## src/sv/flb_pkg.sv

```systemverilog
// Shared types, codes and the lg2(1+2^-k) table for the base-2 logarithm pipeline.
package flb_pkg;

	localparam logic [4:0] FRAC_MIN   = 5'd4;
	localparam logic [4:0] FRAC_MAX   = 5'd28;
	localparam logic [4:0] FRAC_RESET = 5'd16;

	// Item class, decided at the front and carried to the end
	localparam logic [1:0] CODE_NORMAL  = 2'd0;
	localparam logic [1:0] CODE_UNDEF   = 2'd1;
	localparam logic [1:0] CODE_NEG_INF = 2'd2;
	localparam logic [1:0] CODE_POS_INF = 2'd3;

	localparam logic [31:0] SENT_UNDEF   = 32'h8000_0000;
	localparam logic [31:0] SENT_POS_INF = 32'h7FFF_FFFF;
	localparam logic [31:0] SENT_NEG_INF = 32'h8000_0001;

	localparam logic [62:0] X_ONE = 63'h4000_0000_0000_0000;

	localparam int TABLE_DEPTH = 36;

	// lg2(1 + 2^-k): one whole bit, 63 fraction bits
	localparam logic [63:0] LG_TABLE [0:TABLE_DEPTH-1] = '{
		64'h8000000000000000, 64'h4AE00D1CFDEB4400, 64'h2934F0979A371600,
		64'h15C01A39FBD68800, 64'h0B31FB7D64898B00, 64'h05AEB4DD63BF61C0,
		64'h02DCF2D0B85A4540, 64'h016FE50B6EF08510, 64'h00B84E236BD563B8,
		64'h005C3E0FFC29D594, 64'h002E24CA6E87E8A8, 64'h001713D62F7957C3,
		64'h000B8A476150DFE4, 64'h0005C53AC47E94D8, 64'h0002E2A32762FA6B,
		64'h0001715305002E4A, 64'h0000B8A9DED47C11, 64'h00005C55067F6E58,
		64'h00002E2A89050622, 64'h0000171545F3D72B, 64'h00000B8AA35640A7,
		64'h000005C551C23599, 64'h000002E2A8E6E01E, 64'h000001715474E163,
		64'h000000B8AA3ACD06, 64'h0000005C551D7D98, 64'h0000002E2A8EC491,
		64'h00000017154763BA, 64'h0000000B8AA3B239, 64'h00000005C551D933,
		64'h00000002E2A8EC9F, 64'h0000000171547651, 64'h00000000B8AA3B28,
		64'h000000005C551D94, 64'h000000002E2A8ECA, 64'h0000000017154765
	};

	typedef struct packed {
		logic [1:0]        code;
		logic signed [6:0] whole;
		logic [62:0]       arg;
		logic [62:0]       x;
		logic [63:0]       mant;
	} pipe_t;

endpackage

```

## src/sv/flb_step.sv

```systemverilog
// One BKM L-mode shift-add-compare step with its pipeline register.
module flb_step #(
	parameter int K = 1
) (
	input  logic           clk,
	input  logic           en,
	input  flb_pkg::pipe_t pipe_in,
	output flb_pkg::pipe_t pipe_s1
);
	import flb_pkg::*;

	logic [63:0] z;
	pipe_t       nxt;

	always_comb begin
		z   = {1'b0, pipe_in.x} + {1'b0, pipe_in.x >> K};
		nxt = pipe_in;
		// take the factor (1 + 2^-K) when it does not overshoot the argument
		if (z <= {1'b0, pipe_in.arg}) begin
			nxt.x    = z[62:0];
			nxt.mant = pipe_in.mant + LG_TABLE[K];
		end
	end

	always_ff @(posedge clk) begin
		if (en) begin
			pipe_s1 <= nxt;
		end
	end

endmodule

```

## config.mk

```make
export PLATFORM = sky130hd
export DESIGN_NAME = flb_step
export DESIGN_NICKNAME = d
export VERILOG_FILES = /design/src/sv/flb_pkg.sv /design/src/sv/flb_step.sv
export SDC_FILE = /design/constraint.sdc
export NUM_CORES = 1
export LEC_CHECK = 0
export BUFFER_PORTS_ARGS = -buffer_cell sky130_fd_sc_hd__buf_2
export CAP_MARGIN = 0
export CORE_MARGIN = 5
export CORE_UTILIZATION = 47
export CTS_BUF_LIST = sky130_fd_sc_hd__clkbuf_16
export CTS_CLUSTER_SIZE = 12
export DETAILED_ROUTE_END_ITERATION = 10
export PLACE_DENSITY = 0.79
export SLEW_MARGIN = 20
export SYNTH_ARGS = -nofsm -noshare
export SYNTH_HDL_FRONTEND = slang
export SYNTH_SLANG_ARGS = --single-unit
```

## constraint.sdc

```tcl
create_clock -name clk -period 5.92 [get_ports clk]
set_clock_uncertainty 0.1 [all_clocks]
set_input_delay 0.592 -clock clk [delete_from_list [all_inputs] [get_ports clk]]
set_output_delay 0.592 -clock clk [all_outputs]
set_load 0.01 [all_outputs]
```

==> metrics <==
starting density of the core 47.3%; pwr/cell area 274 nW/um^2; share of cells above drive strength 1 35.8%; CP Max Fanout 10; Residual DRC 0; Period minus WS final roughly 5.7 ns; top flop regs pipe_s1 (199); Final Hold Fails 0; Syn Nets 1,612; Placed Cells 2,135; Avg Cell Area, Syn 10.5 um^2; Reg with most FFs pipe_s1; Slew headroom 46.3%; Synth cell types 73; Cell Int Power 0.00313 W; asr flop ratio synth 0%; CP Capture Type flop; mapped cell area between 10,000 and 15,000 um^2; Die Y-Extent around 180 um; Seq/Total Area, Yosys 44.3%; Syn Inst Count 1,283; fmax 176 MHz; CP Data Arrival Time ~5.8 ns; fin. max-slew vios 0; sequential share of power 38.5%; Clock Path Buffers 2; Non-Filler Instances 2,183; I/O Buffers 399; drt initial violations 1,074; largest net degree at the start of global routing 87; first-pass GRT wire length 66.2 mm; Req. time, crit path 6.02 ns; P_sw 0.00165 W; CP startpoint kind primary input; worst hold slack 0.213 ns; CTS clk-pin slew, worst paths 0.08 ns; Post-synth EDFFs approximately 200; setup TNS 0 ns; period utilisation layout 96.2%; WL/cell 19.8 um; # setup viols final 0; antenna viol nets, final 0; IO Pins 400; HPWL after DPL 34.0 mm; dominant synthesized flop cell edfxtp_1; Area growth syn-to-layout 29.3%; Seq cells post-synth 199; # nets final 2,107; vias in the first global route 12.6k; Synth warnings 0; CTS root buf clkbuf_16; Pleak 7.84 nW; Worst-Margin Slew slightly above 0.8 ns; Clk pwr share approximately 25%; combinational share of power 36.2%; initial antenna violation count 8; MaxCap Viol Count 0; CTS tree built; switching share of power 34.5%; CTS sink cnt 199; die area about 32,000 um^2; Vias per Instance 5.67; total track usage 25.3%; CP Class in2reg; fin util 61.2%; H-Tree Depth 4; core box area 28,500 um^2; global route total overflow 0; max FFs per register 199; outcome completed; CTS buffer count 17; Post-Route WL 43.1 mm; TritonRoute pass-1 iters 6; RePlAce Congestion between 0.9 and 1; row count 62; worst hold path type in2reg; maximum VDD drop 0.000166 V; die width 180 um; via count 12.4k
## path summary, 6_finish.rpt
check / from / endpoint / slack [ns] / cells after the start
worst min-delay path: pipe_in[7] / pipe_s1[7] / 0.21 / 1
worst max-delay path: pipe_in[81] / pipe_s1[78] / 0.22 / 24
## cell families (layout without fill, tap and decap cells)
kind of cell,Yosys count,in the layout,share of synthesized area (%)
compound gates,321,321,15.3
xor+xnor,107,107,6.94
fa+ha+maj,128,128,11.9
buf+inv,128,636,3.82
flops,199,199,44.3
mux,60,60,4.99
other cells,0,8,0
simple gates,340,340,12.8
## synth_stat cells, types with 9 or more instances
master / instances / area share (%)
a211oi_1: 17 / 0.95
a21o_1: 37 / 2.1
o31ai_1: 9 / 0.50
nor3_1: 40 / 1.5
o211ai_1: 15 / 0.83
mux2_2: 56 / 4.7
ha_1: 127 / 12
and2_1: 12 / 0.56
nor4_1: 12 / 0.56
a21boi_0: 9 / 0.50
nor2_1: 60 / 1.7
o21bai_1: 11 / 0.61
a31oi_1: 9 / 0.42
nand3_1: 52 / 1.9
clkbuf_1: 25 / 0.69
nand4_1: 30 / 1.4
a21oi_1: 104 / 3.9
o21a_1: 10 / 0.56
nand2_1: 87 / 2.4
inv_1: 85 / 2.4
xor2_1: 52 / 3.4
and3_1: 9 / 0.42
xnor2_1: 55 / 3.6
buf_2: 15 / 0.56
edfxtp_1: 199 / 44
o21ai_0: 55 / 2.0
## what timing repair did
action / in CTS / in global routing
buffers inserted: 0 / 5
hold buffers: 0 / 0
setup endpoints to repair: 0 / 117
resized for setup: 0 / 13
## cell usage in the layout, fill, tap and decap left out, types with 51 or more instances in the layout
cell type  count
xor2_1        52
o21ai_0       55
nor2_1        60
a21oi_1      104
nand2_1       87
ha_1         127
inv_1         85
buf_4        112
nand3_1       51
edfxtp_1     199
mux2_2        56
buf_2        398
xnor2_1       55
## metal layers
layer | GRT usage [%] | vias up | wire length [um]
met5 | 0 | - | 0
met4 | 9.60 | 0 | 1310
met3 | 4.63 | 87 | 3190
met2 | 43.5 | 595 | 21100
met1 | 31.9 | 5868 | 17600
li1 | - | 5830 | -
## per-stage QoR
stage          instance area, um^2  total power [W]  worst slack, ns
2_1_floorplan                13500          0.00280            0.444
3_3_place_gp                 16700          0.00346           -0.204
3_5_place_dp                 16700          0.00351           -0.404
4_1_cts                      17300          0.00471           0.0352
5_1_grt                      17500          0.00502          -0.0213
6_report                     17500          0.00478            0.224
## power groups by stage
stage                     registers, W  logic (W)  clock network, W
after floorplan                0.00197   0.000834                 0
after global placement         0.00187    0.00159                 0
after detailed placement       0.00187    0.00164                 0
after CTS                      0.00184    0.00165           0.00122
after global routing           0.00185    0.00187           0.00129
final                          0.00184    0.00173           0.00121
## final cells by class
type                    instances  area [um^2]
repair buffers                519         2990
flip-flops and latches        199         5980
clock buffers                  17          425
clock inverters                15          178
well taps                     384          480
diodes                          8         20.0
inverters                      85          319
multi-input cells             956         7070
fillers                      2385        11100
## worst max-delay path, cell delays in order
cell	delay [ns]
buf_2	0.13
ha_1	0.33
a211oi_1	0.36
o211ai_1	0.26
a211oi_1	0.43
nor2_1	0.10
a21oi_1	0.26
buf_4	0.17
a21oi_1	0.08
a21oi_1	0.23
xnor2_1	0.20
ha_1	0.29
nand4_1	0.13
buf_4	0.13
nor3_1	0.04
a2111oi_0	0.42
buf_4	0.21
a21o_1	0.11
a31oi_1	0.09
a211o_2	0.37
nor2_4	0.20
buf_12	0.16
clkbuf_16	0.18
mux2_2	0.35
No activity file was read; power rests on OpenSTA's default activity.
