<file path="src/sv/flb_pkg.sv">
// Shared types, codes and the lg2(1+2^-k) table for the base-2 logarithm pipeline.
package flb_pkg;

	localparam logic [4:0] FRAC_MIN   = 5'd4;
	localparam logic [4:0] FRAC_MAX   = 5'd28;
	localparam logic [4:0] FRAC_RESET = 5'd16;

	// Item class, decided at the front and carried to the end
	localparam logic [1:0] CODE_NORMAL  = 2'd0;
	localparam logic [1:0] CODE_UNDEF   = 2'd1;
	localparam logic [1:0] CODE_NEG_INF = 2'd2;
	localparam logic [1:0] CODE_POS_INF = 2'd3;

	localparam logic [31:0] SENT_UNDEF   = 32'h8000_0000;
	localparam logic [31:0] SENT_POS_INF = 32'h7FFF_FFFF;
	localparam logic [31:0] SENT_NEG_INF = 32'h8000_0001;

	localparam logic [62:0] X_ONE = 63'h4000_0000_0000_0000;

	localparam int TABLE_DEPTH = 36;

	// lg2(1 + 2^-k): one whole bit, 63 fraction bits
	localparam logic [63:0] LG_TABLE [0:TABLE_DEPTH-1] = '{
		64'h8000000000000000, 64'h4AE00D1CFDEB4400, 64'h2934F0979A371600,
		64'h15C01A39FBD68800, 64'h0B31FB7D64898B00, 64'h05AEB4DD63BF61C0,
		64'h02DCF2D0B85A4540, 64'h016FE50B6EF08510, 64'h00B84E236BD563B8,
		64'h005C3E0FFC29D594, 64'h002E24CA6E87E8A8, 64'h001713D62F7957C3,
		64'h000B8A476150DFE4, 64'h0005C53AC47E94D8, 64'h0002E2A32762FA6B,
		64'h0001715305002E4A, 64'h0000B8A9DED47C11, 64'h00005C55067F6E58,
		64'h00002E2A89050622, 64'h0000171545F3D72B, 64'h00000B8AA35640A7,
		64'h000005C551C23599, 64'h000002E2A8E6E01E, 64'h000001715474E163,
		64'h000000B8AA3ACD06, 64'h0000005C551D7D98, 64'h0000002E2A8EC491,
		64'h00000017154763BA, 64'h0000000B8AA3B239, 64'h00000005C551D933,
		64'h00000002E2A8EC9F, 64'h0000000171547651, 64'h00000000B8AA3B28,
		64'h000000005C551D94, 64'h000000002E2A8ECA, 64'h0000000017154765
	};

	typedef struct packed {
		logic [1:0]        code;
		logic signed [6:0] whole;
		logic [62:0]       arg;
		logic [62:0]       x;
		logic [63:0]       mant;
	} pipe_t;

endpackage

</file>
<file path="src/sv/flb_norm.sv">
// Front stages: classify the operand, find its bit length, normalize to [1,2).
module flb_norm (
	input  logic               clk,
	input  logic               en_s1,
	input  logic               en_s2,
	input  logic [4:0]         frac_bits,
	input  logic signed [31:0] operand,
	output flb_pkg::pipe_t     pipe_s2
);
	import flb_pkg::*;

	logic [30:0] op_s1;
	logic [4:0]  nb_s1;
	logic [1:0]  code_s1;
	logic [4:0]  nb;
	logic [1:0]  code;
	logic [5:0]  shamt;
	pipe_t       nxt;

	always_comb begin
		nb = 5'd0;
		for (int i = 0; i < 31; i++) begin
			if (operand[i]) begin
				nb = 5'(i + 1);
			end
		end
		if (operand[31]) begin
			code = CODE_UNDEF;
		end else if (operand == 32'sd0) begin
			code = CODE_NEG_INF;
		end else if (operand == $signed(SENT_POS_INF)) begin
			code = CODE_POS_INF;
		end else begin
			code = CODE_NORMAL;
		end
	end

	always_ff @(posedge clk) begin
		if (en_s1) begin
			op_s1   <= operand[30:0];
			nb_s1   <= nb;
			code_s1 <= code;
		end
	end

	always_comb begin
		shamt      = 6'd63 - {1'b0, nb_s1};
		nxt.code   = code_s1;
		nxt.whole  = $signed({2'b00, nb_s1}) - $signed({2'b00, frac_bits}) - 7'sd1;
		nxt.arg    = {32'd0, op_s1} << shamt;
		nxt.x      = X_ONE;
		nxt.mant   = 64'd0;
	end

	always_ff @(posedge clk) begin
		if (en_s2) begin
			pipe_s2 <= nxt;
		end
	end

endmodule

</file>
<file path="config.mk">
export PLATFORM = sky130hd
export DESIGN_NAME = flb_norm
export DESIGN_NICKNAME = d
export VERILOG_FILES = /design/src/sv/flb_pkg.sv /design/src/sv/flb_norm.sv
export SDC_FILE = /design/constraint.sdc
export NUM_CORES = 1
export LEC_CHECK = 0
export ABC_CLOCK_PERIOD_IN_PS = 3180
export BUFFER_PORTS_ARGS = -buffer_cell sky130_fd_sc_hd__buf_2
export CAP_MARGIN = 0
export CORE_MARGIN = 4
export CORE_UTILIZATION = 30
export CTS_CLUSTER_SIZE = 16
export DETAILED_ROUTE_END_ITERATION = 10
export PLACE_DENSITY = 0.5
export SYNTH_ARGS = -nofsm -noshare
export SYNTH_HDL_FRONTEND = slang
export SYNTH_SLANG_ARGS = --single-unit
</file>
<file path="constraint.sdc">
create_clock -name clk -period 3.18 [get_ports clk]
set_input_delay 0.477 -clock clk [delete_from_list [all_inputs] [get_ports clk]]
set_output_delay 0.477 -clock clk [all_outputs]
set_load 0.02 [all_outputs]
</file>
==> results_dict.tcl, run 1 <==
set metrics [dict create \
    outcome "finished clean" \
    required_ps 3350 \
    cpMaxStageDelayCell "edfxtp_1" \
    num-nets-final 703 \
    ys_ff_latch 78 \
    critical_path.cell_chain "buf_12 -> and2_1 -> a22o_1 -> a221oi_1 -> a221oi_1 -> o21ai_0" \
    p_int_w 0.00228 \
    layout.cells.most_common "conb_1" \
    first_global_vias 3837 \
    fill_cells 2021 \
    fp-row-count 50 \
    netlist_area_sq_mm 0.00589 \
    cts-htree-levels 3 \
    overflow 0 \
    grt_max_degree 46 \
    start_util_pct 31.0 \
    reg2reg_to "pipe_s2[185]" \
    period_share_pct 71.1 \
    wl_per_cell_microns 15.9 \
    clock.fmax_mhz 442 \
    cts_num_sinks 78 \
    powerDensity_mw_per_mm2 526 \
    top_usage_layer "met2" \
    async_flop_share_pct 0 \
    cts-root-buf "clkbuf_16" \
    r2r_cells 6 \
    crit_buf_inv 1 \
    die_h_microns 148 \
    clkPwrFrac_pct 35.0 \
    r2r_slack_ps 920 \
    dieWidth_microns 148 \
    critical_path_peak_fanout 24 \
    yosysSeqAreaShare_pct 39.8 \
    detail_route.first_pass.iterations 5 \
    route.detailed.drc 0 \
    yosysWarnings 0 \
    fin_total_pwr_w 0.00330 \
    core_sq_mm 0.0190 \
    synth_edf_count 78 \
    maxSlewViolCount 0 \
    gr-usage-met3_pct 3.38 \
    die_area_sq_mm 0.0219 \
    yosysUniqueCellTypes 66 \
    comb_power_share_pct 25.8 \
    maxCapViolCount 0 \
    portBuffers 79 \
    p_switching_w 0.00103 \
    hp-class "in2reg" \
    critPathKind "reg2reg" \
    clk_latency_ps 340 \
    syn2layout_area_growth_pct 6.71 \
    slew_headroom_pct 39.9 \
    ios 239 \
    n_antenna_cell 0 \
    routed-via-count 4095 \
    wl_microns 14700 \
    cts_setup_buffers 0 \
    gp_congestion 0.902 \
    cts_buffer_depth 2 \
    postCtsResizedCells 0 \
    final_cell_mix "conb_1, buf_2, edfxtp_1" \
    min_from "operand[0]" \
    fin_setup_tns_ps 0 \
    worstReg2RegStart "nb_s1[2]" \
    cts_tree "done" \
    setup_viol 0 \
    cp-end-kind "flip-flop" \
    slowest_delay_ps 610 \
    hold_buffers 0 \
    p_leak_nw 2.70 \
    clk_pin_slew_ps 60 \
    critPathTopFamily "compound AO/OA/AOI/OAI gates" \
    hold_viol 0 \
    start_kind "flip-flop" \
    ir_drop_uv 207 \
    cp_data_arrival_time_ps 2440 \
    drtIter0Drc 258 \
    min_to "op_s1[0]" \
    drive_gt1_share_pct 20.0 \
    track_usage_pct 13.1 \
    antenna_found_initial 0 \
    post_drt_via_cell_ratio 4.45 \
    numCtsBuffers 9 \
    hpwl_microns 11700 \
    swShare_pct 31.1 \
    rsz0062_at_grt "no" \
    crit_top_cell "a221oi_1" \
    layout_min_cycle_time_ps 2260 \
    met2_usage_pct 20.0 \
    grt_first_pass_wirelength_microns 22300 \
    use_met1_pct 18.3 \
    ys.flop_type "edfxtp_1" \
    syn-mean-instance-area_sq_um 10.1 \
    p_seq_share_pct 39.2 \
    hold_depth 1 \
    fin_skew_ps 7.62 \
    tightest_slew_ps 902 \
    postSynthCellCount 583 \
    antenna_left 0 \
]
==> layout make-up <==
| type | instances | area (sq um) | share of cell area, % |
|---|---|---|---|
| repair buffers | 86 | 473 | 7.52 |
| clock inverters | 6 | 110 | 1.75 |
| clock buffers | 10 | 229 | 3.64 |
| flip-flops and latches | 78 | 2340 | 37.3 |
| inverters | 17 | 63.8 | 1.02 |
| multi-input cells | 464 | 2740 | 43.6 |
| well taps | 260 | 325 | 5.18 |
==> metal layers <==
layer / wire (microns) / up-vias
met4: 222 / 0
li1: - / 1946
met1: 6540 / 1934
met3: 1120 / 17
met5: 0 / -
met2: 6780 / 198
==> power by group through the flow <==
stage | sequential (W) | combinational [W] | clock, W
2_1_floorplan | 0.00137 | 0.000705 | 0
3_3_place_gp | 0.00132 | 0.000851 | 0
3_5_place_dp | 0.00132 | 0.000843 | 0
4_1_cts | 0.00130 | 0.000846 | 0.00118
5_1_grt | 0.00131 | 0.000929 | 0.00124
6_report | 0.00130 | 0.000853 | 0.00115
==> cells by family (layout without fill, tap and decap cells) <==
family                     after synthesis  count (layout)  share of synthesized area, %
xor gates and xnor gates                 6               6                         0.892
and+or+nand+nor                        149             149                          12.2
other                                    2             159                         0.127
DFF                                     78              78                          39.8
AOI/OAI and AO/OA                       94              94                          11.2
buffers and inverters                  198             119                          23.7
muxes                                   49              49                          10.6
adders and majority gates                7               7                          1.61
==> state kept, by name, indices dropped and copies added (netlist names) <==
register	cells
pipe_s2	40
code_s1	2
op_s1	31
nb_s1	5
==> worst max-delay path by stage <==
stage,slack (ps),to,start,cells after the start
finish,920,pipe_s2[185],nb_s1[2],6
floorplan,570,pipe_s2[196],nb_s1[0],11
global placement,890,pipe_s2[196],frac_bits[0],9
global route,720,pipe_s2[185],nb_s1[2],4
detailed placement,860,pipe_s2[196],frac_bits[0],9
CTS,920,pipe_s2[185],nb_s1[2],6
==> synthesized netlist by cell type (8+ instances only) <==
| library cell | n | share of area [%] |
|---|---|---|
| buf_4 | 163 | 21 |
| edfxtp_1 | 78 | 40 |
| nor2_1 | 43 | 2.7 |
| nand2_1 | 38 | 2.4 |
| mux2i_1 | 25 | 4.2 |
| nor3_1 | 18 | 1.5 |
| o21ai_0 | 16 | 1.4 |
| a21oi_1 | 15 | 1.3 |
| inv_1 | 15 | 0.96 |
| mux2_2 | 14 | 2.7 |
| nand4_1 | 9 | 0.96 |
| and2_1 | 8 | 0.85 |
| clkbuf_1 | 8 | 0.51 |
| o22ai_1 | 8 | 0.85 |
==> stage by stage <==
| step | cells | util, % | worst slack, ps | hold slack (ps) | cell area (sq um) |
|---|---|---|---|---|---|
| final | 921 | 33.1 | 918 | 361 | 6290 |
| after CTS | 921 | 33.1 | 921 | 354 | 6290 |
| after detailed placement | 905 | 31.3 | 864 | 407 | 5950 |
| after floorplan | 740 | - | 570 | 400 | 6480 |
| after global placement | 905 | 31.3 | 886 | 408 | 5950 |
| after global routing | 921 | 33.1 | 723 | 359 | 6290 |
Power figures use the tool's default switching activity.
==> run 2, diff against run 1 <==
--- a/config.mk
+++ b/config.mk
@@ -5,14 +5,15 @@
 export SDC_FILE = /design/constraint.sdc
 export NUM_CORES = 1
 export LEC_CHECK = 0
-export ABC_CLOCK_PERIOD_IN_PS = 3180
+export ABC_AREA = 1
+export ABC_CLOCK_PERIOD_IN_PS = 2070
 export BUFFER_PORTS_ARGS = -buffer_cell sky130_fd_sc_hd__buf_2
 export CAP_MARGIN = 0
 export CORE_MARGIN = 4
 export CORE_UTILIZATION = 30
 export CTS_CLUSTER_SIZE = 16
 export DETAILED_ROUTE_END_ITERATION = 10
-export PLACE_DENSITY = 0.5
+export PLACE_DENSITY = 0.52
 export SYNTH_ARGS = -nofsm -noshare
 export SYNTH_HDL_FRONTEND = slang
 export SYNTH_SLANG_ARGS = --single-unit
==> constraint.sdc (replaced) <==
create_clock -name clk -period 2.07 [get_ports clk]
set_input_delay 0.3105 -clock clk [delete_from_list [all_inputs] [get_ports clk]]
set_output_delay 0.3105 -clock clk [all_outputs]
set_load 0.02 [all_outputs]
==> run 2 against run 1 <==
Net effect: the flow now finishes with violations (negative setup slack); critical path depth up 4; die area down 2.6%; cell count up 13%; sequential power increased by 52%; power grew 44%; combinational power is 51% higher; area after synthesis is 2.8% lower; clock skew fell by 1.4 ps; hold slack lost 170 ps; maximum frequency increased by 8.7%; critical path type unchanged; critical endpoint is now pipe_s2[195].
==> results_dict.tcl, run 2 <==
set metrics [dict create \
    dieWidth_microns 146 \
    hpwl_microns 10700 \
    fin_ws_ps -11.0 \
    hold_depth 1 \
    preCtsSetupSlack_ps -138 \
    cp-end-kind "flip-flop" \
    layout_min_cycle_time_ps 2080 \
    slew_headroom_pct 66.2 \
    yosysSeqAreaShare_pct 40.9 \
    yosysUniqueCellTypes 32 \
    grt_first_pass_wirelength_microns 20600 \
    synth_area_leaders "edfxtp_1, buf_4, nand2_1" \
    detail_route.first_pass.iterations 5 \
    first_global_vias 3931 \
    synthTopCellsByCount "buf_4, nand2_1, edfxtp_1" \
    cts_tree "done" \
    netlist_area_sq_mm 0.00573 \
    critical_path_peak_fanout 3 \
    hold-worst-slack_ps 189 \
    num-nets-final 851 \
    cts-root-buf "clkbuf_16" \
    post_drt_via_cell_ratio 4.16 \
    setup_viol 1 \
    p_leak_nw 3.05 \
    p_int_w 0.00321 \
    swShare_pct 32.6 \
    n_antenna_cell 0 \
    required_ps 2160 \
    wl_per_cell_microns 12.7 \
    core_sq_mm 0.0188 \
    portBuffers 79 \
    maxSlewViolCount 0 \
    hold_buffers 0 \
    start_util_pct 30.5 \
    grt_max_degree 41 \
    placed_cell_area_sq_mm 0.00601 \
    fin_total_pwr_w 0.00476 \
    clk_pin_slew_ps 60 \
    wl_microns 13200 \
    routed-via-count 4327 \
    fp-row-count 50 \
    hp-class "in2reg" \
    yosysWarnings 0 \
    final_cell_mix "conb_1, nand2_1, buf_2" \
    gp_congestion 0.866 \
    maxCapViolCount 0 \
    start_kind "flip-flop" \
    syn2layout_area_growth_pct 10.6 \
    route.detailed.drc 0 \
    dp_cells 1025 \
    cp_data_arrival_time_ps 2170 \
    antenna_left 0 \
    largest_register_ffs 40 \
    ys_ff_latch 78 \
    drive_gt1_share_pct 17.3 \
    cts_buffer_depth 2 \
    ys.flop_type "edfxtp_1" \
    die_area_sq_mm 0.0214 \
    die_h_microns 146 \
    synth_edf_count 78 \
    layout.cells.most_common "conb_1" \
    hold_viol 0 \
    top_register "pipe_s2" \
    synth_top_area_share_pct 40.9 \
    r2r_cells 10 \
    comb_power_share_pct 27.1 \
    stdcell_count 1041 \
    track_usage_pct 12.0 \
    powerDensity_mw_per_mm2 751 \
    postSynthCellCount 705 \
    cts_num_sinks 78 \
    drtIter0Drc 304 \
    period_share_pct 101 \
    syn-mean-instance-area_sq_um 8.12 \
    p_switching_w 0.00155 \
    outcome "complete, but fails checks" \
    p_seq_share_pct 41.4 \
    violations "negative setup slack" \
    top_regs "pipe_s2: 40 flops, op_s1: 31 flops, nb_s1: 5 flops" \
    synth.largest_area_cell "edfxtp_1" \
    antenna_found_initial 0 \
    critPathKind "reg2reg" \
    tightest_slew_ps 507 \
    cts-htree-levels 3 \
    ios 239 \
    ir_drop_uv 377 \
    clock.fmax_mhz 481 \
    clk_latency_ps 340 \
    final_cell_area_sq_mm 0.00633 \
    yosysMostFrequentCell "buf_4" \
    overflow 0 \
    rsz0062_at_grt "yes" \
    clkPwrFrac_pct 31.6 \
    fill_cells 2008 \
    async_flop_share_pct 0 \
    fin_skew_ps 6.25 \
    numCtsBuffers 9 \
]
==> run 2: power groups by stage <==
stage / Combinational, W / Sequential [W] / Clock [W]
4_1_cts: 0.00127 / 0.00197 / 0.00155
5_1_grt: 0.00144 / 0.00198 / 0.00162
6_report: 0.00129 / 0.00197 / 0.00150
3_5_place_dp: 0.00126 / 0.00200 / 0
3_3_place_gp: 0.00126 / 0.00200 / 0
2_1_floorplan: 0.000997 / 0.00209 / 0
==> run 2: area by class of cell <==
type,count,area [sq um],share of cell area (%)
clock buffers,9,225,3.56
clock inverters,5,52.6,0.830
inverters,59,226,3.58
multi-input cells,539,2480,39.2
flip-flops and latches,78,2340,37.0
well taps,234,293,4.62
repair buffers,117,709,11.2
==> run 2: metrics by stage <==
stage,TNS (ps),utilization [%]
after floorplan,-131,-
after global placement,-131,32.0
after detailed placement,-190,32.0
after CTS,-51.5,33.5
after global routing,-450,33.7
final,-11.0,33.7
==> run 2: final timing paths <==
kind	slack, ps	to	start
max	-10	pipe_s2[195]	nb_s1[0]
min	190	op_s1[28]	operand[28]
max reg2reg	-10	pipe_s2[195]	nb_s1[0]
min reg2reg	430	pipe_s2[197]	code_s1[0]
==> run 2: critical path, cell delays in order, from the launching register on <==
cell and delay [ps]:
edfxtp_1 450, clkinv_4 100, ha_4 120, inv_2 30
fa_2 350, a21oi_2 130, nor2_1 50, nor2_1 110
xor2_1 240, nand3_1 120, xnor2_1 130
==> run 2: cell families after synthesis <==
family,count (synthesis),synth area share (%)
simple gates,252,18.1
buf+inv,245,26.6
compound gates,105,10.0
flops,78,40.9
mux,9,1.57
fa+ha+maj,7,1.66
xor+xnor,7,1.07
other cells,2,0.131
==> run 2: metal layers <==
metal	global-route usage (%)	share of wire (%)
met1	16.2	46
met2	18.5	45
met3	3.76	7.9
met4	3.81	1.4
met5	0	0
==> run 2: repair_timing <==
| action | CTS | global route |
|---|---|---|
| cloned | 0 | 0 |
| pin swaps | 1 | 1 |
| resized for setup | 1 | 15 |
| buffers inserted | 0 | 2 |
| setup endpoints to repair | 3 | 23 |
