<file path="config.mk">
export PLATFORM = sky130hd
export DESIGN_NAME = flb_round
export DESIGN_NICKNAME = d
export VERILOG_FILES = /design/src/sv/flb_pkg.sv /design/src/sv/flb_round.sv
export SDC_FILE = /design/constraint.sdc
export NUM_CORES = 1
export LEC_CHECK = 0
export BUFFER_PORTS_ARGS = -buffer_cell sky130_fd_sc_hd__buf_4
export CAP_MARGIN = 20
export CELL_PAD_IN_SITES_DETAIL_PLACEMENT = 0
export CELL_PAD_IN_SITES_GLOBAL_PLACEMENT = 1
export CORE_ASPECT_RATIO = 1.2
export CORE_MARGIN = 2
export CORE_UTILIZATION = 42
export DETAILED_ROUTE_END_ITERATION = 12
export GPL_TIMING_DRIVEN = 0
export PLACE_DENSITY_LB_ADDON = 0.05
export SLEW_MARGIN = 20
export SYNTH_ARGS = -nofsm -noshare
export SYNTH_HDL_FRONTEND = slang
export SYNTH_SLANG_ARGS = --single-unit
</file>
<file path="constraint.sdc">
create_clock -name clk -period 5.6 [get_ports clk]
set_input_delay 0.84 -clock clk [delete_from_list [all_inputs] [get_ports clk]]
set_output_delay 0.84 -clock clk [all_outputs]
set_load 0.02 [all_outputs]
</file>
<file path="src/sv/flb_pkg.sv">
// Shared types, codes and the lg2(1+2^-k) table for the base-2 logarithm pipeline.
package flb_pkg;

	localparam logic [4:0] FRAC_MIN   = 5'd4;
	localparam logic [4:0] FRAC_MAX   = 5'd28;
	localparam logic [4:0] FRAC_RESET = 5'd16;

	// Item class, decided at the front and carried to the end
	localparam logic [1:0] CODE_NORMAL  = 2'd0;
	localparam logic [1:0] CODE_UNDEF   = 2'd1;
	localparam logic [1:0] CODE_NEG_INF = 2'd2;
	localparam logic [1:0] CODE_POS_INF = 2'd3;

	localparam logic [31:0] SENT_UNDEF   = 32'h8000_0000;
	localparam logic [31:0] SENT_POS_INF = 32'h7FFF_FFFF;
	localparam logic [31:0] SENT_NEG_INF = 32'h8000_0001;

	localparam logic [62:0] X_ONE = 63'h4000_0000_0000_0000;

	localparam int TABLE_DEPTH = 36;

	// lg2(1 + 2^-k): one whole bit, 63 fraction bits
	localparam logic [63:0] LG_TABLE [0:TABLE_DEPTH-1] = '{
		64'h8000000000000000, 64'h4AE00D1CFDEB4400, 64'h2934F0979A371600,
		64'h15C01A39FBD68800, 64'h0B31FB7D64898B00, 64'h05AEB4DD63BF61C0,
		64'h02DCF2D0B85A4540, 64'h016FE50B6EF08510, 64'h00B84E236BD563B8,
		64'h005C3E0FFC29D594, 64'h002E24CA6E87E8A8, 64'h001713D62F7957C3,
		64'h000B8A476150DFE4, 64'h0005C53AC47E94D8, 64'h0002E2A32762FA6B,
		64'h0001715305002E4A, 64'h0000B8A9DED47C11, 64'h00005C55067F6E58,
		64'h00002E2A89050622, 64'h0000171545F3D72B, 64'h00000B8AA35640A7,
		64'h000005C551C23599, 64'h000002E2A8E6E01E, 64'h000001715474E163,
		64'h000000B8AA3ACD06, 64'h0000005C551D7D98, 64'h0000002E2A8EC491,
		64'h00000017154763BA, 64'h0000000B8AA3B239, 64'h00000005C551D933,
		64'h00000002E2A8EC9F, 64'h0000000171547651, 64'h00000000B8AA3B28,
		64'h000000005C551D94, 64'h000000002E2A8ECA, 64'h0000000017154765
	};

	typedef struct packed {
		logic [1:0]        code;
		logic signed [6:0] whole;
		logic [62:0]       arg;
		logic [62:0]       x;
		logic [63:0]       mant;
	} pipe_t;

endpackage

</file>
<file path="src/sv/flb_round.sv">
// Back stages: round the mantissa to frac_bits and compose the fixed-point result.
module flb_round (
	input  logic               clk,
	input  logic               en_s1,
	input  logic               en_s2,
	input  logic [4:0]         frac_bits,
	input  flb_pkg::pipe_t     pipe_in,
	output logic signed [31:0] result_s2
);
	import flb_pkg::*;

	logic [5:0]        shamt;
	logic [63:0]       t;
	logic [30:0]       m;
	logic [30:0]       m_s1;
	logic signed [6:0] whole_s1;
	logic [1:0]        code_s1;
	logic [7:0]        lim;
	logic signed [7:0] wmin;
	logic signed [7:0] w8;
	logic [31:0]       wfix;
	logic [31:0]       r;
	logic [31:0]       res;

	always_comb begin
		// keep one bit below the last kept fraction bit for round half up
		shamt = 6'd62 - {1'b0, frac_bits};
		t     = pipe_in.mant >> shamt;
		m     = {1'b0, t[30:1]} + {30'd0, t[0]};
	end

	always_ff @(posedge clk) begin
		if (en_s1) begin
			m_s1     <= m;
			whole_s1 <= pipe_in.whole;
			code_s1  <= pipe_in.code;
		end
	end

	always_comb begin
		lim  = (frac_bits >= 5'd26) ? (8'd1 << (5'd31 - frac_bits)) : 8'd64;
		wmin = 8'sd0 - $signed(lim);
		w8   = {whole_s1[6], whole_s1};
		wfix = {{25{whole_s1[6]}}, whole_s1} << frac_bits;
		r    = wfix + {1'b0, m_s1};
		case (code_s1)
			CODE_UNDEF:   res = SENT_UNDEF;
			CODE_NEG_INF: res = SENT_NEG_INF;
			CODE_POS_INF: res = SENT_POS_INF;
			default: begin
				if (w8 < wmin) begin
					if ((w8 == wmin - 8'sd1) && (m_s1 != 31'd0)) begin
						res = SENT_UNDEF + {1'b0, m_s1};
					end else begin
						res = SENT_NEG_INF;
					end
				end else begin
					res = r;
				end
			end
		endcase
	end

	always_ff @(posedge clk) begin
		if (en_s2) begin
			result_s2 <= $signed(res);
		end
	end

endmodule

</file>
==> flow_summary.json, run 1 <==
{
  "slowest_delay_ps": 530,
  "finalPower_mw": 2.54,
  "overflow": 0,
  "cts_root_buf": "clkbuf_16",
  "cp_num_buf_inv": 5,
  "setup_ws_ps": 222,
  "final_layout_size_suffix_gt1_share_pct": 24.7,
  "fin_skew_ps": 9.23,
  "synth_flop_cell": "edfxtp_1",
  "synth_edf_count": 72,
  "firstDrtPassIters": 5,
  "crit_path_max_fanout": 19,
  "tightest_slew_ps": 889,
  "cts_tree": "done",
  "rows": 60,
  "path_delay_family": "compound AO/OA/AOI/OAI gates",
  "clkSinkCount": 72,
  "initial_core_util_pct": 42.9,
  "cp.arrival_ps": 5530,
  "cts_inserted_buffers": 9,
  "antennaDiodeCount": 0,
  "drt-wirelength-per-cell_um": 23.8,
  "status": "completed",
  "ir_worst_vdd_mv": 0.148,
  "grt_setup_unrepaired": "no",
  "synthDistinctLibCells": 90,
  "synth_area_sq_mm": 0.00967,
  "dieArea_sq_mm": 0.0243,
  "final_nets": 1429,
  "area_growth_pct": 15.3,
  "yosysTopAreaCellShare_pct": 22.4,
  "totalWireLength_um": 34700,
  "portBuffers": 105,
  "postRouteAntennaNets": 0,
  "viasPerCell": 6.20,
  "remaining_drc_errors": 0,
  "async_flop_share_pct": 0,
  "vias": 9051,
  "whs_ps": 669,
  "drv_slew": 0,
  "crit_chain": "buf_4, buf_6, buf_6, buf_6, buf_8, mux2i_1, mux2i_1, nor3b_1, ha_1, nor2b_1, o21a_1, o21a_1, o31a_1, o21ai_0, a21oi_2, a211oi_1, a21oi_1, a221oi_1",
  "final_common_cell": "nand2_1",
  "synth_nets": 1313,
  "h-tree-depth": 3,
  "core-area_sq_mm": 0.0225,
  "yosys.area.top_type": "edfxtp_1",
  "synth-seq-area-share_pct": 22.4,
  "preCtsSetupSlack_ps": -957,
  "ioPinCount": 239,
  "r2r_setup_slack_ps": 1080,
  "power_density_mw_per_mm2": 228,
  "drt_iter0_drc": 793,
  "gp_congestion": 0.996,
  "grt_pass1_vias": 8934,
  "die_w_um": 143,
  "fin_crit_sh_pct": 96.0,
  "track_usage_pct": 28.8,
  "clockBufferDepth": 2,
  "maxCapViolCount": 0,
  "hold_class": "in -> reg",
  "cp_slowest_cell": "nor3b_1",
  "worst-setup-path-type": "in -> reg",
  "clk_pin_slew_ps": 60,
  "layout_min_cycle_time_ps": 5380,
  "ys_seq_elements": 72,
  "ys_top_cells_by_area": "edfxtp_1 22%, mux4_2 14%, ha_1 5.8%",
  "cp_common_cell": "buf_6",
  "worstSetupStartpointType": "input pin",
  "setup_violations": 0,
  "grt_pass1_wl_um": 52600,
  "syn_avg_cell_area_sq_um": 9.13,
  "grt_antenna_before_repair": 0,
  "postSynthCellCount": 1060,
  "die_h_um": 170,
  "clk_latency_ps": 340,
  "yosys_warnings": 0,
  "hpwl_um": 29400,
  "cp-end-kind": "register",
  "timing.setup.tns_ps": 0,
  "max_slew_margin_pct": 40.3,
  "grt_max_degree": 41,
  "finalHoldViolCount": 0,
  "power.leakage_nw": 4.37,
  "fmax_mhz": 186,
  "cp.required_ps": 5750,
  "final_cell_mix": "120 x nand2_1, 118 x buf_4, 83 x nor2_1, 80 x a21oi_1, 72 x edfxtp_1"
}
-- where the power goes --
group          internal, mW  switching [mW]
logic                 0.534           0.763
registers             0.682          0.0562
clock network         0.297           0.211
-- sequential cells by signal (all words and copies together) (netlist names) --
| register | cells |
|---|---|
| result_s2 | 32 |
| m_s1 | 31 |
| whole_s1 | 7 |
| code_s1 | 2 |
-- cells by family (layout without fill, tap and decap cells) --
group	Yosys count	after routing	synth area share [%]
DFF	72	72	22.4
and+or+nand+nor	363	363	18.9
AOI/OAI and AO/OA	294	294	19.8
buffers and inverters	102	223	6.03
muxes	119	119	20.6
adders and majority gates	47	47	6.13
other	1	1	0.0388
xor gates and xnor gates	62	62	6.23
-- what timing repair did --
action	in CTS	in global routing
endpoints found under the setup margin	9	21
setup buffers	0	2
hold endpoints to repair	0	0
pin swaps	0	1
gates resized for setup	3	11
hold buffers	0	0
-- per-layer routing --
layer  up-vias  routed length [um]  global-route usage [%]
li1       4301                   -                       -
met4         0                2440                    18.9
met2       348               18000                    53.7
met3       122                1380                    2.62
met1      4280               12900                    30.9
met5         -                   0                       0
-- layout make-up --
| class | instances | area [sq um] |
|---|---|---|
| plain buffers | 73 | 477 |
| clock buffers | 10 | 229 |
| clock inverters | 6 | 36.3 |
| fillers | 2235 | 11400 |
| inverters | 27 | 101 |
| multi-input cells | 886 | 6990 |
| flip-flops and latches | 72 | 2160 |
| well taps | 279 | 349 |
| repair buffers | 107 | 803 |
-- per-stage QoR --
stage	cells	util, %	cell area, sq um
CTS	1459	49.2	11100
global placement	1444	48.0	10800
global route	1460	49.5	11200
finish	1460	49.5	11200
detailed placement	1444	48.0	10800
floorplan	1060	-	9670
-- synth_stat cells (13+ instances only) --
cell and instances:
nand2_1 120, a21oi_1 83, nor2_1 83, edfxtp_1 72, mux4_2 62, o21ai_0 52
ha_1 45, mux2i_1 40, nand3_1 37, xnor2_1 35, clkbuf_1 24, inv_1 24
a31oi_1 23, buf_2 23, xor2_1 22, a221oi_1 21, nor3_1 19, mux2_2 16
a21o_1 15, and2_1 14, a211oi_1 13, and3_1 13, buf_6 13, o22ai_1 13
-- path summary, 6_finish.rpt --
path                              startpoint             to  depth (start not counted)
worst max-delay path            frac_bits[0]  result_s2[30]                         18
worst min-delay path            pipe_in[194]    whole_s1[4]                          1
worst max register to register   whole_s1[6]  result_s2[31]                         18
worst min register to register      m_s1[11]  result_s2[11]                          2
Note: power is estimated with default switching activity, not from simulation.
==> inputs of run 2 (changes only) <==
Settings changed: PLACE_DENSITY_LB_ADDON 0.05 to 0.1.
==> run 2 against run 1 <==
Effect of this change: highest routed layer unchanged; via count is 1.4% lower; maximum frequency shrank 0.36%; clock-buffer cell count unchanged; die area unchanged; critical path type unchanged; cell area up 0.46%; critical path depth rose by 5; cell count about the same; hold slack worse by 4.3 ps; register-to-register slack improved by 40 ps; clock skew is 1.9 ps higher; global-route usage shrank 0.13 points.
==> flow_summary.json, run 2 (synthesized netlist as in run 1, its figures left out) <==
{
  "grt_pass1_wl_um": 52300,
  "gp_congestion": 1.02,
  "layout_min_cycle_time_ps": 5400,
  "area_growth_pct": 15.8,
  "final_layout_size_suffix_gt1_share_pct": 24.4,
  "drt-wirelength-per-cell_um": 23.5,
  "cp-end-kind": "register",
  "final_cell_mix": "120 x nand2_1, 116 x buf_4, 83 x nor2_1, 80 x a21oi_1, 72 x edfxtp_1",
  "final_common_cell": "nand2_1",
  "antennaDiodeCount": 0,
  "h-tree-depth": 3,
  "largest_reg_flops": 32,
  "grt_antenna_before_repair": 0,
  "grt_pass1_vias": 9047,
  "overflow": 0,
  "status": "completed",
  "track_usage_pct": 28.7,
  "dp.cells": 1444,
  "die_h_um": 170,
  "power_density_mw_per_mm2": 240,
  "finalHoldViolCount": 0,
  "power.leakage_nw": 4.40,
  "whs_ps": 665,
  "reg_top3": "result_s2 x32, m_s1 x31, whole_s1 x7",
  "cts_hold_buf": 0,
  "cts_tree": "done",
  "viasPerCell": 6.11,
  "cts_setup_buffers": 0,
  "final_cells": 1459,
  "firstDrtPassIters": 5,
  "remaining_drc_errors": 0,
  "clk_pin_slew_ps": 60,
  "cts_inserted_buffers": 9,
  "dieArea_sq_mm": 0.0243,
  "portBuffers": 105,
  "ir_worst_vdd_mv": 0.148,
  "grt_max_degree": 41,
  "postRouteAntennaNets": 0,
  "ioPinCount": 239,
  "final_nets": 1428,
  "hpwl_um": 29200,
  "drv_slew": 0,
  "core-area_sq_mm": 0.0225,
  "die_w_um": 143,
  "regMostFlops": "result_s2",
  "totalWireLength_um": 34300,
  "tightest_slew_ps": 786,
  "cp.required_ps": 5700,
  "grt_setup_unrepaired": "no",
  "worst-setup-path-type": "in -> reg",
  "max_slew_margin_pct": 47.4,
  "setup_violations": 0,
  "vias": 8921,
  "cp.arrival_ps": 5500,
  "initial_core_util_pct": 42.9,
  "drt_iter0_drc": 522,
  "maxCapViolCount": 0,
  "hold_class": "in -> reg",
  "clk_latency_ps": 350,
  "cts_root_buf": "clkbuf_16",
  "fin_skew_ps": 11.2,
  "post_cts_resized": 3,
  "fin_crit_sh_pct": 96.4,
  "clockBufferDepth": 2,
  "clkSinkCount": 72,
  "rows": 60,
  "worstSetupStartpointType": "input pin",
  "crit_path_max_fanout": 19,
  "fmax_mhz": 185,
  "nFillCells": 2222
}
[run 2: worst paths after layout]
path / startpoint / endpoint / slack, ps / depth (start not counted)
max: frac_bits[0] / result_s2[31] / 200 / 23
min: pipe_in[196] / whole_s1[6] / 670 / 1
max reg2reg: whole_s1[6] / result_s2[31] / 1120 / 18
min reg2reg: m_s1[8] / result_s2[8] / 700 / 2
[run 2: area by class of cell]
cell class	count	area, sq um	share of cell area [%]
multi-input cells	886	6980	62.3
flip-flops and latches	72	2160	19.3
repair buffers	105	788	7.04
plain buffers	74	482	4.30
well taps	279	349	3.12
clock buffers	10	229	2.04
clock inverters	6	115	1.03
inverters	27	101	0.905
[run 2: power by group]
group / internal [mW] / switching, mW / total [mW]
registers: 0.682 / 0.0573 / 0.739
clock network: 0.438 / 0.226 / 0.664
logic: 0.530 / 0.751 / 1.28
total: 1.65 / 1.03 / 2.68
[run 2: stage by stage]
stage | total power, mW | TNS (ps) | util (%) | area [sq um] | setup WS (ps)
2_1_floorplan | 1.59 | 0 | - | 9670 | 508
3_3_place_gp | 2.01 | -8460 | 48.0 | 10800 | -941
3_5_place_dp | 2.00 | -7750 | 48.0 | 10800 | -882
4_1_cts | 2.67 | 0 | 49.6 | 11200 | 69.0
5_1_grt | 2.82 | 0 | 49.7 | 11200 | 18.5
6_report | 2.68 | 0 | 49.7 | 11200 | 203
[run 2: worst max-delay path: stages]
cell	delay, ps
buf_4	130
buf_6	190
buf_6	220
buf_6	200
buf_8	210
mux2_2	370
nor2_1	80
a21oi_1	70
a21oi_2	210
nor2_1	60
a21oi_1	240
nor2_1	170
ha_1	400
and2_1	180
and3_1	210
nand2b_1	90
a211o_1	120
nand3_2	160
o211a_1	310
a221oi_4	390
nor2b_1	130
and3_1	160
o32a_1	330
[run 2: layer usage]
layer,track usage [%],up-vias,routed length [um],share of wire (%)
met4,19.3,0,2660,7.7
met5,0,-,0,0
met1,30.2,4180,12800,37
met2,53.6,330,17800,52
li1,-,4300,-,-
met3,2.70,111,1090,3.2
==> inputs of run 3 (changes only) <==
Settings changed: RECOVER_POWER from default to 50.
==> run 3 against run 2 <==
Effect of this change: the run now ends with max-capacitance violations, max-slew violations left; non-clock buffer count stayed put; clock skew barely moved; clock power is essentially flat; cell count is the same; critical path type unchanged; largest cell class unchanged; largest power group unchanged.
==> flow_summary.json, run 3 (synthesized netlist as in run 1, its figures left out) <==
{
  "tightest_slew_ps": 2080,
  "worstReg2RegStart": "whole_s1[6]",
  "cp.required_ps": 5700,
  "finalHoldViolCount": 0,
  "final_nets": 1428,
  "gp_congestion": 1.02,
  "cts_tree": "done",
  "area_growth_pct": 15.5,
  "vias": 8923,
  "maxCapViolCount": 2,
  "ir_worst_vdd_mv": 0.148,
  "setup_violations": 0,
  "largest_reg_flops": 32,
  "max_slew_margin_pct": -38.9,
  "path_delay_family": "compound AO/OA/AOI/OAI gates",
  "nFillCells": 2235,
  "remaining_drc_errors": 0,
  "worst-setup-path-type": "in -> reg",
  "drv_slew": 74,
  "clockBufferDepth": 2,
  "cts_inserted_buffers": 9,
  "hpwl_um": 29200,
  "slowest_delay_ps": 400,
  "grt_max_degree": 41,
  "fin_crit_sh_pct": 96.8,
  "final_cell_mix": "120 x nand2_1, 98 x buf_4, 83 x nor2_1, 80 x a21oi_1, 72 x edfxtp_1",
  "dp.cells": 1444,
  "cts_root_buf": "clkbuf_16",
  "fin_util_pct": 49.6,
  "initial_core_util_pct": 42.9,
  "antennaDiodeCount": 0,
  "cp-end-kind": "register",
  "clk_latency_ps": 350,
  "cts_setup_buffers": 0,
  "final_common_cell": "nand2_1",
  "cp_slowest_cell": "ha_1",
  "whs_ps": 686,
  "worstSetupStartpointType": "input pin",
  "core-area_sq_mm": 0.0225,
  "multi_input_area_sq_mm": 0.00698,
  "final_cells": 1459,
  "reg_top3": "result_s2 x32, m_s1 x31, whole_s1 x7",
  "totalWireLength_um": 34300,
  "viasPerCell": 6.12,
  "grt_pass1_wl_um": 52300,
  "overflow": 0,
  "regMostFlops": "result_s2",
  "layout_min_cycle_time_ps": 5420,
  "timing.setup.tns_ps": 0,
  "dieArea_sq_mm": 0.0243,
  "power.leakage_nw": 4.36,
  "portBuffers": 105,
  "die_w_um": 143,
  "hold_class": "in -> reg",
  "fin_skew_ps": 11.6,
  "cts_hold_buf": 0,
  "postRouteAntennaNets": 0,
  "clkSinkCount": 72,
  "firstDrtPassIters": 5,
  "clk_pin_slew_ps": 60,
  "drt-wirelength-per-cell_um": 23.5,
  "fmax_mhz": 185,
  "ioPinCount": 239,
  "crit_chain": "buf_4, buf_6, buf_6, buf_6, buf_8, mux2_2, nor2_1, a21oi_1, a21oi_2, nor2_1, a21oi_1, nor2_1, ha_1, and2_1, and3_1, nand2b_1, a211o_1, nand3_2, o211a_1, a221oi_4, nor2b_1, and3_1, o32a_1",
  "grt_pass1_vias": 9047,
  "seq_area_sq_mm": 0.00216,
  "cp_num_buf_inv": 5,
  "min_from": "pipe_in[198]",
  "status": "complete, but fails checks",
  "crit_path_max_fanout": 19,
  "power_density_mw_per_mm2": 240,
  "grt_setup_unrepaired": "no",
  "cp.arrival_ps": 5520,
  "finalPower_mw": 2.68,
  "final_layout_size_suffix_gt1_share_pct": 23.6,
  "rows": 60,
  "die_h_um": 170,
  "startpoint": "frac_bits[0]",
  "h-tree-depth": 3,
  "grt_antenna_before_repair": 0,
  "track_usage_pct": 28.7,
  "failed_checks": "max-capacitance violations, max-slew violations",
  "drt_iter0_drc": 546
}
run 3: changes by cell type in the layout (fill, tap and decap cells not counted), sizes merged:
cell | before | now
buf | 155 | 137
clkbuf | 34 | 52
run 3: final timing paths:
check | endpoint | slack (ps) | depth (start not counted)
worst max-delay path | result_s2[31] | 180 | 23
worst max register to register | result_s2[31] | 1090 | 18
worst min register to register | result_s2[8] | 700 | 2
worst min-delay path | code_s1[1] | 690 | 1
run 3: cell type report:
cell class                 count  area share, %
buffer                        74           4.31
clock buffer                  10           2.05
clock inverter                 6           1.03
inverter                      27          0.907
multi-input combinational    886           62.5
sequential                    72           19.4
tap                          279           3.13
timing repair buffer         105           6.76
run 3: repair_timing:
action,CTS,global route
gates resized for setup,3,11
endpoints found under the hold margin,0,0
cloned,0,0
endpoints found under the setup margin,9,28
run 3: metal layers:
metal / wire length (um) / vias to the layer above / share of wire, % / track usage, %
met1: 12800 / 4181 / 37 / 30.2
met5: 0 / - / 0 / 0
met2: 17700 / 327 / 52 / 53.6
li1: - / 4302 / - / -
met3: 1110 / 113 / 3.2 / 2.70
met4: 2650 / 0 / 7.7 / 19.3
run 3: metrics by stage:
stage	setup WS [ps]	instance area (sq um)
after floorplan	508	9670
after CTS	69.0	11200
final	181	11200
after global placement	-941	10800
after global routing	18.5	11200
after detailed placement	-882	10800
run 3: worst register-to-register path, cell delays in order, from the launching register on:
cell	delay, ps
edfxtp_1	460
clkbuf_1	430
nand2_1	100
a21oi_1	200
a21oi_2	70
nor2_1	120
a21oi_1	90
nor2_1	340
ha_1	380
and2_1	180
and3_1	210
nand2b_1	90
a211o_1	120
nand3_2	150
o211a_1	310
a221oi_4	400
nor2b_1	130
and3_1	160
o32a_1	330
run 3: where the power goes:
group / switching (mW) / internal (mW) / leakage, nW
logic: 0.752 / 0.524 / 3.49
registers: 0.0568 / 0.683 / 0.709
clock network: 0.226 / 0.438 / 0.164
